**config.mk**
```make
export PLATFORM = sky130hd
export DESIGN_NAME = saat_cell
export DESIGN_NICKNAME = d
export VERILOG_FILES = /design/src/design/saat_pkg.sv /design/src/design/saat_cell.sv
export SDC_FILE = /design/constraint.sdc
export NUM_CORES = 1
export LEC_CHECK = 0
export ABC_AREA = 1
export BUFFER_PORTS_ARGS = -buffer_cell sky130_fd_sc_hd__buf_2
export CORE_MARGIN = 5
export CORE_UTILIZATION = 42
export DETAILED_ROUTE_END_ITERATION = 12
export GPL_TIMING_DRIVEN = 0
export PLACE_DENSITY = 0.77
export SLEW_MARGIN = 40
export SYNTH_ARGS = -nofsm -noshare
export SYNTH_HDL_FRONTEND = slang
export SYNTH_SLANG_ARGS = --single-unit
```
**constraint.sdc**
```tcl
create_clock -name clk -period 1.4 [get_ports clk]
set_input_delay 0.21 -clock clk [delete_from_list [all_inputs] [get_ports clk]]
set_output_delay 0.21 -clock clk [all_outputs]
set_load 0.1 [all_outputs]
```
**src/design/saat_pkg.sv**
```systemverilog
`timescale 1ns / 1ps

package saat_pkg;

    localparam int DEFAULT_TABLE_ENTRIES = 128;
    localparam int ADDR_W = 64;
    localparam int SHORT_W = 16;
    localparam int COUNT_W = 8;
    localparam int OUT_DATA_W = 32;

    localparam logic [SHORT_W-1:0] REJECT_RESET = 16'hFFFF;
    localparam logic [COUNT_W-1:0] COUNT_MAX = 8'hFF;

    // search token handed from cell to cell
    typedef struct packed {
        logic               active;
        logic               hit;
        logic               free;
        logic [SHORT_W-1:0] idx;
    } tok_t;

    // slot write, seen by every cell
    typedef struct packed {
        logic               en;
        logic [SHORT_W-1:0] idx;
        logic [ADDR_W-1:0]  addr;
    } wr_t;

endpackage

```
**src/design/saat_cell.sv**
```systemverilog
`timescale 1ns / 1ps

module saat_cell #(
    parameter int CELL_IDX = 0
) (
    input  logic                        clk,
    input  logic                        rst_n,
    input  saat_pkg::tok_t              tok_in,
    input  logic [saat_pkg::ADDR_W-1:0] req_addr,
    input  saat_pkg::wr_t               wr,
    output saat_pkg::tok_t              tok_out
);

    localparam logic [saat_pkg::SHORT_W-1:0] MY_IDX = saat_pkg::SHORT_W'(CELL_IDX);

    logic                        valid_reg;
    logic [saat_pkg::ADDR_W-1:0] addr_reg;
    saat_pkg::tok_t              tok_reg;
    saat_pkg::tok_t              tok_next;
    logic                        match;
    logic                        wr_here;

    assign match   = valid_reg && (addr_reg == req_addr);
    assign wr_here = wr.en && (wr.idx == MY_IDX);

    // lowest hit wins; otherwise remember the lowest free slot
    always_comb
    begin
        tok_next = tok_in;
        if (tok_in.active && !tok_in.hit)
        begin
            if (match)
            begin
                tok_next.hit = 1'b1;
                tok_next.idx = MY_IDX;
            end
            else if (!valid_reg && !tok_in.free)
            begin
                tok_next.free = 1'b1;
                tok_next.idx  = MY_IDX;
            end
        end
    end

    always_ff @(posedge clk or negedge rst_n)
    begin
        if (!rst_n)
        begin
            valid_reg <= 1'b0;
            tok_reg   <= '0;
        end
        else
        begin
            tok_reg <= tok_next;
            if (wr_here)
            begin
                valid_reg <= 1'b1;
            end
        end
    end

    always_ff @(posedge clk)
    begin
        if (wr_here)
        begin
            addr_reg <= wr.addr;
        end
    end

    assign tok_out = tok_reg;

endmodule

```
After elaboration in Yosys (flattened, before gate mapping)

Cells that the tools add are included.

Eq/ne operators: 1
Mux-type cells: 5
Reduce and logical (&&, ||, !) cells: 8

Operators by type and width:

| operator            | number |
|---|---|
| $eq A64 B64 Y1      | 1 |
| $mux W18            | 1 |
| $mux W17            | 1 |
| $logic_not A16 Y1   | 1 |
| $mux W16            | 1 |
| $logic_and A1 B1 Y1 | 4 |
| $logic_not A1 Y1    | 3 |
| $mux W1             | 2 |

Flip-flop bits (word level): 84
Input bits: 166
Output and inout bits: 19
Word-level logic and storage cells: 20

Longest topological paths before layout

Gate-level depths: netlist of the first run.

Depth after elaboration: 5
Gate-level depth with buffers: 12

Least setup slack after synthesis of the first run

No wires, ideal clock.

Path type: input to register
Start: input wr[71] in the netlist's numbering
End: register addr_reg[0] in the netlist's numbering (enable)
Library setup time: 0.486 ns
Arrival: 3.287 ns
Required time: 0.914 ns
Setup slack: -2.373 ns
Stages on the path: 3
Cells stage by stage: nor4_1 -> nand4_1 -> nor2_1

Word-level cells in the longest chain between the ends: 2

RTL lines:

| element              | line            | text |
|---|---|---|
| from (decl)          | saat_cell.sv:10 | `input saat_pkg::wr_t wr,` |
| $logic_not A16 Y1    | saat_cell.sv:24 | `assign wr_here = wr.en && (wr.idx == MY_IDX);` |
| $logic_and A1 B1 Y1  | saat_cell.sv:24 |  |
| named net wr_here    | saat_cell.sv:21 | `logic wr_here;` |
| to (signal assigned) | saat_cell.sv:66 | `addr_reg <= wr.addr;` |
| to (decl)            | saat_cell.sv:17 | `logic [saat_pkg::ADDR_W-1:0] addr_reg;` |

The timed path passes the listed nets, and every way through them passes these cells.
A chain may end at the register's enable or synchronous reset.

==> results of run 1 <==
==> layout make-up <==
class,instances,area [µm²],share of cell area
inverter,102,383,0.0717
buffer,1,11.3,0.00211
multi-input combinational,251,1120,0.210
sequential,84,2420,0.454
timing repair buffer,195,1060,0.199
clock buffer,10,149,0.0279
tap,111,139,0.0260
clock inverter,6,48.8,0.00914
==> power groups by stage <==
stage	sequential [mW]	combinational [mW]	clock (mW)
after global routing	2.72	0.732	1.88
after detailed placement	2.77	0.658	0
after floorplan	2.98	0.129	0
after global placement	2.77	0.635	0
final	2.71	0.670	1.72
after CTS	2.71	0.667	1.77
==> timing repair <==
action / CTS / global route
gates cloned: 1 / 0
hold endpoints to repair: 21 / 1
setup endpoints to repair: 32 / 17
resized for setup: 8 / 10
pin swaps: 2 / 3
hold buffers: 2 / 1
buffers inserted: 4 / 0
==> synthesized netlist by cell type <==
master / instances / area, µm²
buf_6: 1 / 11.3
dfrtp_1: 20 / 500
edfxtp_1: 64 / 1920
inv_1: 102 / 383
nand2_1: 124 / 465
nand2_2: 1 / 6.26
nand3_1: 1 / 5.00
nand3_2: 1 / 10.0
nand3b_1: 1 / 7.51
nand4_1: 4 / 25.0
nor2_1: 90 / 338
nor2_2: 2 / 12.5
nor4_1: 3 / 18.8
o21ai_0: 9 / 45.0
o21ai_1: 6 / 30.0
o2bb2ai_1: 1 / 8.76
or2_2: 1 / 6.26
xnor2_1: 4 / 35.0
xor2_1: 3 / 26.3
==> worst max-delay path: stages (launching register included) <==
cell and delay [ns]:
edfxtp_1 0.39, nand2_1 0.08, nand2_1 0.05, nor2_1 0.14
nand2_1 0.07, nor2_1 0.10, nand2_1 0.10, nor2_4 0.14
nand3_4 0.10, nand2_4 0.08, buf_4 0.14, nor2_1 0.04
==> layer usage <==
| layer | vias to the layer above | track usage | part of all wire | routed length, µm |
|---|---|---|---|---|
| met5 | - | 0 | 0 | 0 |
| met4 | 0 | 0.0546 | 0.017 | 162 |
| met3 | 13 | 0.0459 | 0.065 | 613 |
| met2 | 105 | 0.316 | 0.54 | 5170 |
| met1 | 1504 | 0.181 | 0.37 | 3550 |
| li1 | 1731 | - | - | - |
==> final timing paths <==
check / start / endpoint / slack, ns / cells past startpoint
worst min register to register: valid_reg$_DFFE_PN0P_ / tok_out[16]$_DFF_PN0_ / 0.48 / 1
max in group asynchronous: rst_n / valid_reg$_DFFE_PN0P_ / 0.77 / 2
min in group asynchronous: rst_n / tok_out[15]$_DFF_PN0_ / 0.33 / 2
worst max-delay path: addr_reg[8]$_DFFE_PP_ / tok_out[8]$_DFF_PN0_ / -0.13 / 11
worst min-delay path: wr[27] / addr_reg[27]$_DFFE_PP_ / 0.03 / 1
worst max register to register: addr_reg[8]$_DFFE_PP_ / tok_out[8]$_DFF_PN0_ / -0.13 / 11
==> logic make-up after synthesis <==
family | Yosys count | synth area share
and+or+nand+nor | 228 | 0.232
AOI/OAI and AO/OA | 16 | 0.0217
DFF | 84 | 0.628
buffers and inverters | 103 | 0.102
xor gates and xnor gates | 7 | 0.0159
==> stage by stage <==
stage	instance area [µm²]	TNS (ns)	total power, mW	std cells	hold slack, ns
3_5_place_dp	5010	-25.88	3.43	736	0.174
2_1_floorplan	3880	-39.71	3.11	438	-0.0856
6_report	5340	-1.91	5.11	760	0.0288
4_1_cts	5290	-2.36	5.15	759	0.0128
3_3_place_gp	4940	-76.45	3.40	733	0.158
5_1_grt	5340	-4.66	5.33	760	0.00210
==> metrics, run 1 <==
setup ws final -0.128 ns; GRT overflow 0; Max Clock Freq 655 MHz; Psw 1.36 mW; Hold Crit Class input pin to flip-flop; Cells after Synth 438; Initial Util 0.423; TritonCTS clock tree built; Startpoint Class flip-flop; antenna cells 0; I/O pin count 185; initial DRC count 144; P_leak 2.82 nW; most common cell after layout, fill and taps aside buf_2; CP Class flip-flop to flip-flop; area grow syn2layout 38.4%; worst-margin pin slew 0.504 ns; synthesized area 3860 µm²; RSZ-0062 raised after global routing true; GRT Total Usage 0.168; sequential fraction of the synthesis area 0.628; crit end category flip-flop; crit-path max FO 5; min Tclk post-route 1.53 ns; Max-Cap Viols 0; Via Count 3353; Peak VDD IR 0.700 mV; flip-flop count of the largest register, all copies and words added 64; Synth Area per Inst 8.80 µm²; H-Tree Depth 3; RePlAce Congestion 0.786; worst endpoint required time 1.65 ns; Sw Share 0.266; DRT antenna net count 0; PortBufs 184; DP HPWL 7770 µm; Layout fillers 811; vias in the first global route 3448; Routed wire per std cell 12.5 µm; proportion of layout cells with a drive suffix above 1 0.353; CTS root buf clkbuf_8; Die ar. 11200 µm²; failing checks setup timing; Final Hold Vio Count 0; highest-count cells in the layout ignoring fill and taps buf_2, nand2_1, inv_1, nor2_1, edfxtp_1; Via density 4.41; Slew headroom 0.666; DP Worst Slack -0.512 ns; DIE WIDTH 106 µm; Die H 106 µm; worst path arrival time 1.78 ns; Clock Latency Late Sink 0.35 ns; CTS Buffer Depth 2; final core utilization 0.586; final clock skew 0.0131 ns; Internal 3.75 mW; drt pass-1 iters 4; Worst-path clk slew 0.10 ns; CTS buffer count 9; synthesis-stage register bit count 84; first-pass GRT wire length 14800 µm; initial antenna violation count 0; Final setup viols 16; DRC violations left 0; P per Cell Area 957 nW/µm²; CORE AREA 9110 µm²; Seq pwr share 0.532; total wire length 9500 µm; Nets 810; share of the clock period used by the worst path 1.09; Rows 35; syn nets 604; Sink Count 84; power share of the clock group 0.337; pin count of the biggest net entering global routing 22; Synth warnings 0; outcome finished with violations; unique cell type count in the Yosys netlist 19; combinational fraction of design power 0.131; Slew Limit Fails 0
Note: power is estimated with default switching activity, not from simulation.
==> run 2: changes to the inputs <==
Settings changed: BUFFER_PORTS_ARGS -buffer_cell sky130_fd_sc_hd__buf_2 to -buffer_cell sky130_fd_sc_hd__buf_4, CORE_UTILIZATION 42 to 46, PLACE_DENSITY 0.77 to 0.8.
Clock period 1.4 ns to 1.45 ns, I/O delays scaled along.
==> metrics, run 2 (synthesized netlist as in run 1, its figures left out) <==
buffer and inverter count on the worst path 2 (+1); P per Cell Area 879 nW/µm² (-8.1%); worst-margin pin slew 0.317 ns (-0.187 ns); initial antenna violation count 0 (unchanged); crit end category flip-flop; RSZ-0062 raised after global routing true; total wire length 9610 µm (+1.2%); GRT overflow 0 (unchanged); crit-path leading delay family simple AND/OR/NAND/NOR gates; Clock Latency Late Sink 0.35 ns (about the same); Final setup viols 16 (unchanged); crit-path max FO 6 (+1); pin count of the biggest net entering global routing 23 (+4.5%); Slew headroom 0.788 (+0.122); Worst path max stage delay 0.38 ns (about the same); CTS Buffer Depth 2 (unchanged); DIE WIDTH 102 µm (-4.0%); H-Tree Depth 3 (unchanged); Routed wire per std cell 12.8 µm (+2.5%); I/O pin count 185 (unchanged); most used cell, CP nor2_1; CORE AREA 8180 µm² (-10%); Sink Count 84 (unchanged); met2 usage 0.364 (+0.0482); TritonCTS clock tree built; Nets 806 (-0.49%); DRT antenna net count 0 (unchanged); drt pass-1 iters 5 (+1); worst path arrival time 1.81 ns (+0.03 ns); Via Count 3368 (+0.45%); Max Clock Freq 635 MHz (-3.0%); Via density 4.49 (+1.8%); Hold Crit Class input pin to flip-flop; Slew Limit Fails 0 (unchanged); final instance area 5730 µm² (+7.5%); final core utilization 0.701 (+0.116); CTS root buf clkbuf_8; Finished Layout Cells 750 (-1.3%); area of placed instances 5470 µm² (+9.0%); DRC violations left 0 (unchanged); area grow syn2layout 48.7%; met3 Track Usage GR 0.0510 (+0.00504); setup ws final -0.125 ns (+0.00234 ns); first-pass GRT wire length 14800 µm (-0.18%); min Tclk post-route 1.58 ns (+0.0477 ns); failing checks setup timing; Initial Util 0.472 (+0.0483); dpl cells 730 (-0.82%); P_leak 2.95 nW (+4.9%); Rows 33 (-5.7%); antenna cells 0 (unchanged); initial DRC count 76 (-47%); setup_tns -1.80 ns (+0.108 ns); RePlAce Congestion 0.791 (+0.66%); final clock skew 0.0126 ns (-0.000449 ns); vias in the first global route 3509 (+1.8%); share of the clock period used by the worst path 1.09 (-0.00475); CP Class flip-flop to flip-flop; Peak VDD IR 0.594 mV (-15%); DP HPWL 8010 µm (+3.0%); proportion of layout cells with a drive suffix above 1 0.344 (-0.00866); Startpoint Class flip-flop; highest-count cells in the layout ignoring fill and taps buf_4, nand2_1, inv_1, nor2_1, edfxtp_1; GRT Total Usage 0.185 (+0.0168); Critical Path, Cell by Cell inv_1 > o21ai_1 > nor2_1 > nand2_1 > nor2_1 > nand2_1 > nor2_2 > nand3_2 > nand2_4 > buf_6 > nor2_1; gr busiest metal met2; PortBufs 184 (unchanged); Die H 102 µm (-4.0%); outcome finished with violations; Worst-path clk slew 0.09 ns (about the same); worst endpoint required time 1.69 ns (+0.04 ns); flip-flop count of the largest register, all copies and words added 64 (unchanged); Die ar. 10300 µm² (-7.9%); Slowest-stage cell, CP edfxtp_1; Final Hold Vio Count 0 (unchanged); CTS buffer count 9 (unchanged); Max-Cap Viols 0 (unchanged); most common cell after layout, fill and taps aside buf_4; met1 usage 0.182 (+0.000439)
run 2: per-layer routing:
metal / share of wire / up-vias
li1: - / 1725
met1: 0.34 / 1516
met2: 0.57 / 110
met3: 0.076 / 17
met4: 0.018 / 0
met5: 0 / -
run 2: worst register-to-register path, cell delays in order (launching register included):
cell and delay (ns):
edfxtp_1 0.38, inv_1 0.08, o21ai_1 0.07, nor2_1 0.15, nand2_1 0.07, nor2_1 0.09
nand2_1 0.09, nor2_2 0.17, nand3_2 0.11, nand2_4 0.11, buf_6 0.13, nor2_1 0.04
run 2: what timing repair did:
action / in CTS / in global routing
pin swaps: 2 / 0
hold buffers: 2 / 0
cloned: 1 / 0
endpoints found under the hold margin: 21 / 0
gates resized for setup: 4 / 8
buffers inserted: 1 / 0
setup endpoints to repair: 16 / 17
run 2: stage by stage:
| stage | hold WS [ns] | setup WS, ns | total power, mW |
|---|---|---|---|
| 6_report | 0.0425 | -0.125 | 5.04 |
| 3_3_place_gp | 0.101 | -1.11 | 3.43 |
| 4_1_cts | 0.0238 | -0.144 | 5.10 |
| 5_1_grt | 0.0185 | -0.304 | 5.25 |
| 3_5_place_dp | 0.106 | -0.250 | 3.45 |
| 2_1_floorplan | -0.0781 | -0.578 | 3.00 |
run 2: worst paths after layout:
check | slack, ns | endpoint | cells past startpoint | startpoint
worst max-delay path | -0.13 | tok_out[1]$_DFF_PN0_ | 11 | addr_reg[53]$_DFFE_PP_
worst min-delay path | 0.04 | addr_reg[21]$_DFFE_PP_ | 1 | wr[21]
worst max register to register | -0.13 | tok_out[1]$_DFF_PN0_ | 11 | addr_reg[53]$_DFFE_PP_
worst min register to register | 0.46 | tok_out[16]$_DFF_PN0_ | 1 | valid_reg$_DFFE_PN0P_
max in group asynchronous | 0.96 | tok_out[12]$_DFF_PN0_ | 2 | rst_n
min in group asynchronous | 0.27 | tok_out[13]$_DFF_PN0_ | 2 | rst_n
run 2: layout make-up:
cell class / instances / area, µm²
Clock buffer: 10 / 149
Fill cell: 643 / 2440
Clock inverter: 6 / 50.0
Tap cell: 105 / 131
Buffer: 1 / 11.3
Timing Repair Buffer: 191 / 1490
Multi-Input combinational cell: 251 / 1090
Inverter: 102 / 383
Sequential cell: 84 / 2420
run 2: report_power, final:
group	total [mW]	switching, mW	internal (mW)
registers	2.62	0.00783	2.62
clock network	1.64	0.888	0.753
logic	0.777	0.395	0.382
total	5.04	1.29	3.75
==> run 3: changes to the inputs <==
Settings changed: CORE_UTILIZATION 46 to 25, PLACE_DENSITY 0.8 to unset, TNS_END_PERCENT set to 30.
==> metrics, run 3 (synthesized netlist as in run 1, its figures left out) <==
DP HPWL 8130 µm (+1.5%); launching point of the worst reg2reg path addr_reg[25]$_DFFE_PP_; Slew Limit Fails 0 (unchanged); Layout fillers 1551 (+140%); most common cell after layout, fill and taps aside buf_4; Sw Share 0.238 (-0.0176); r2r setup slk -0.06 ns (+0.06 ns); antenna cells 0 (unchanged); flip-flop count of the largest register, all copies and words added 64 (unchanged); Finished Layout Cells 835 (+11%); proportion of layout cells with a drive suffix above 1 0.342 (-0.00261); hold path depth 1 (unchanged); DRC violations left 0 (unchanged); Clock Latency Late Sink 0.34 ns (about the same); CTS Buffer Depth 2 (unchanged); initial antenna violation count 0 (unchanged); CTS buffer count 9 (unchanged); Critical Path, Cell by Cell nand2_1 > nand2_1 > nor2_1 > nand2_1 > nor2_2 > nand2_1 > nor2_2 > nand3_2 > nand2_4 > buf_6 > nor2_1; Via density 3.89 (-13%); Internal 4.38 mW (+17%); Via Count 3250 (-3.5%); P per Cell Area 963 nW/µm² (+9.6%); Startpoint Class flip-flop; Final setup viols 16 (unchanged); GRT overflow 0 (unchanged); drt pass-1 iters 4 (-1); CORE AREA 15100 µm² (+85%); Peak VDD IR 0.545 mV (-8.2%); first-pass GRT wire length 15200 µm (+3.3%); Worst path max stage delay 0.39 ns (about the same); pin count of the biggest net entering global routing 21 (-8.7%); Routed wire per std cell 11.8 µm (-7.9%); combinational fraction of design power 0.134 (-0.020); Initial Util 0.255 (-0.217); PortBufs 184 (unchanged); Psw 1.37 mW (+6.2%); DIE WIDTH 134 µm (+32%); Hold Path Origin wr[36]; power share of the clock group 0.410 (+0.085); P_leak 3.02 nW (+2.2%); Hold EP addr_reg[36]$_DFFE_PP_; highest-count cells in the layout ignoring fill and taps buf_4, nand2_1, inv_1, nor2_1, edfxtp_1; worst endpoint required time 1.68 ns (about the same); CTS root buf clkbuf_16; area grow syn2layout 54.8%; worst-case reg-to-reg path depth 11 (unchanged); Worst-path clk slew 0.07 ns (-0.02 ns); Die ar. 18000 µm² (+75%); DRT antenna net count 0 (unchanged); crit end category flip-flop; Die H 134 µm (+32%); share of the clock period used by the worst path 1.04 (-0.0418); dpl cells 813 (+11%); worst-margin pin slew 0.291 ns (-0.0260 ns); most used cell, CP nand2_1; Min Hold Slack 0.0542 ns (+0.0118 ns); outcome finished with violations; RSZ-0062 raised after global routing true; setup_tns -0.797 ns (+1.01 ns); Nets 808 (+0.25%); total wire length 9860 µm (+2.6%); area of placed instances 5580 µm² (+2.1%); crit-path max FO 5 (-1); RePlAce Congestion 0.723 (-8.7%); CP Class flip-flop to flip-flop; TritonCTS clock tree built; Max-Cap Viols 0 (unchanged); Max Clock Freq 660 MHz (+4.0%); min Tclk post-route 1.51 ns (-0.0606 ns); vias in the first global route 3195 (-8.9%); I/O pin count 185 (unchanged); setup ws final -0.0646 ns (+0.0606 ns); Rows 45 (+36%); worst path arrival time 1.74 ns (-0.07 ns); Seq pwr share 0.457 (-0.063); initial DRC count 75 (-1.3%); final instance area 5970 µm² (+4.1%); failing checks setup timing; Slowest-stage cell, CP edfxtp_1; Sink Count 84 (unchanged); Final Hold Vio Count 0 (unchanged); Hold Crit Class input pin to flip-flop; Reg-to-Reg End tok_out[11]$_DFF_PN0_; GRT Total Usage 0.109 (-0.0761); Slew headroom 0.808 (+0.0194); H-Tree Depth 3 (unchanged); final clock skew 0.00802 ns (-0.00458 ns); final core utilization 0.394 (-0.307)
run 3: cell count changes in the layout (fill, tap and decap cells not counted), sizes merged:
cell,before,now
buf,190,192
clkbuf,10,11
clkinv,2,4
inv,106,103
run 3: what timing repair did:
item                                    CTS  global route
hold buffers                              2             0
endpoints found under the setup margin   53            17
gates resized for setup                   7             1
hold endpoints to repair                 21             0
buffers inserted                          3             0
pin swaps                                10             7
cloned                                    1             0
run 3: routing by layer:
metal | global-route usage | share of wire | up-vias
met1 | 0.118 | 0.39 | 1410
li1 | - | - | 1725
met3 | 0.0536 | 0.093 | 11
met4 | 0.0328 | 0.017 | 0
met5 | 0 | 0 | -
met2 | 0.188 | 0.50 | 104
run 3: worst max path at each step:
stage	cells past startpoint	slack (ns)	startpoint	to
5_1_grt	11	-0.25	addr_reg[58]$_DFFE_PP_	tok_out[13]$_DFF_PN0_
3_5_place_dp	6	-0.53	wr[71]	addr_reg[26]$_DFFE_PP_
6_report	11	-0.06	addr_reg[25]$_DFFE_PP_	tok_out[11]$_DFF_PN0_
2_1_floorplan	3	-0.58	wr[71]	addr_reg[0]$_DFFE_PP_
4_1_cts	11	-0.17	addr_reg[34]$_DFFE_PP_	tok_out[0]$_DFF_PN0_
3_3_place_gp	4	-1.26	wr[75]	addr_reg[40]$_DFFE_PP_
run 3: final cells by class:
type / instances / area, µm² / area share
flip-flops and latches: 84 / 2420 / 0.406
repair buffers: 193 / 1520 / 0.254
multi-input cells: 251 / 1090 / 0.182
inverters: 102 / 383 / 0.0641
clock buffers: 11 / 275 / 0.0461
well taps: 188 / 235 / 0.0394
clock inverters: 5 / 40.0 / 0.00671
plain buffers: 1 / 11.3 / 0.00189
run 3: power groups by stage:
stage	clock [mW]	combinational (mW)	sequential [mW]
6_report	2.36	0.770	2.63
5_1_grt	2.55	0.839	2.63
4_1_cts	2.46	0.781	2.63
3_5_place_dp	0	0.773	2.68
3_3_place_gp	0	0.760	2.68
2_1_floorplan	0	0.124	2.88
run 3: per-stage QoR:
stage | power [mW] | setup slack (ns)
after floorplan | 3.00 | -0.578
after global placement | 3.44 | -1.26
after detailed placement | 3.45 | -0.526
after CTS | 5.86 | -0.171
after global routing | 6.02 | -0.254
final | 5.75 | -0.0646
run 3: critical path, delay by kind of cell (launching register included):
kind                   cells  cell delay [ns]
buffers and inverters      1             0.13
DFF                        1             0.39
and+or+nand+nor           10             0.89
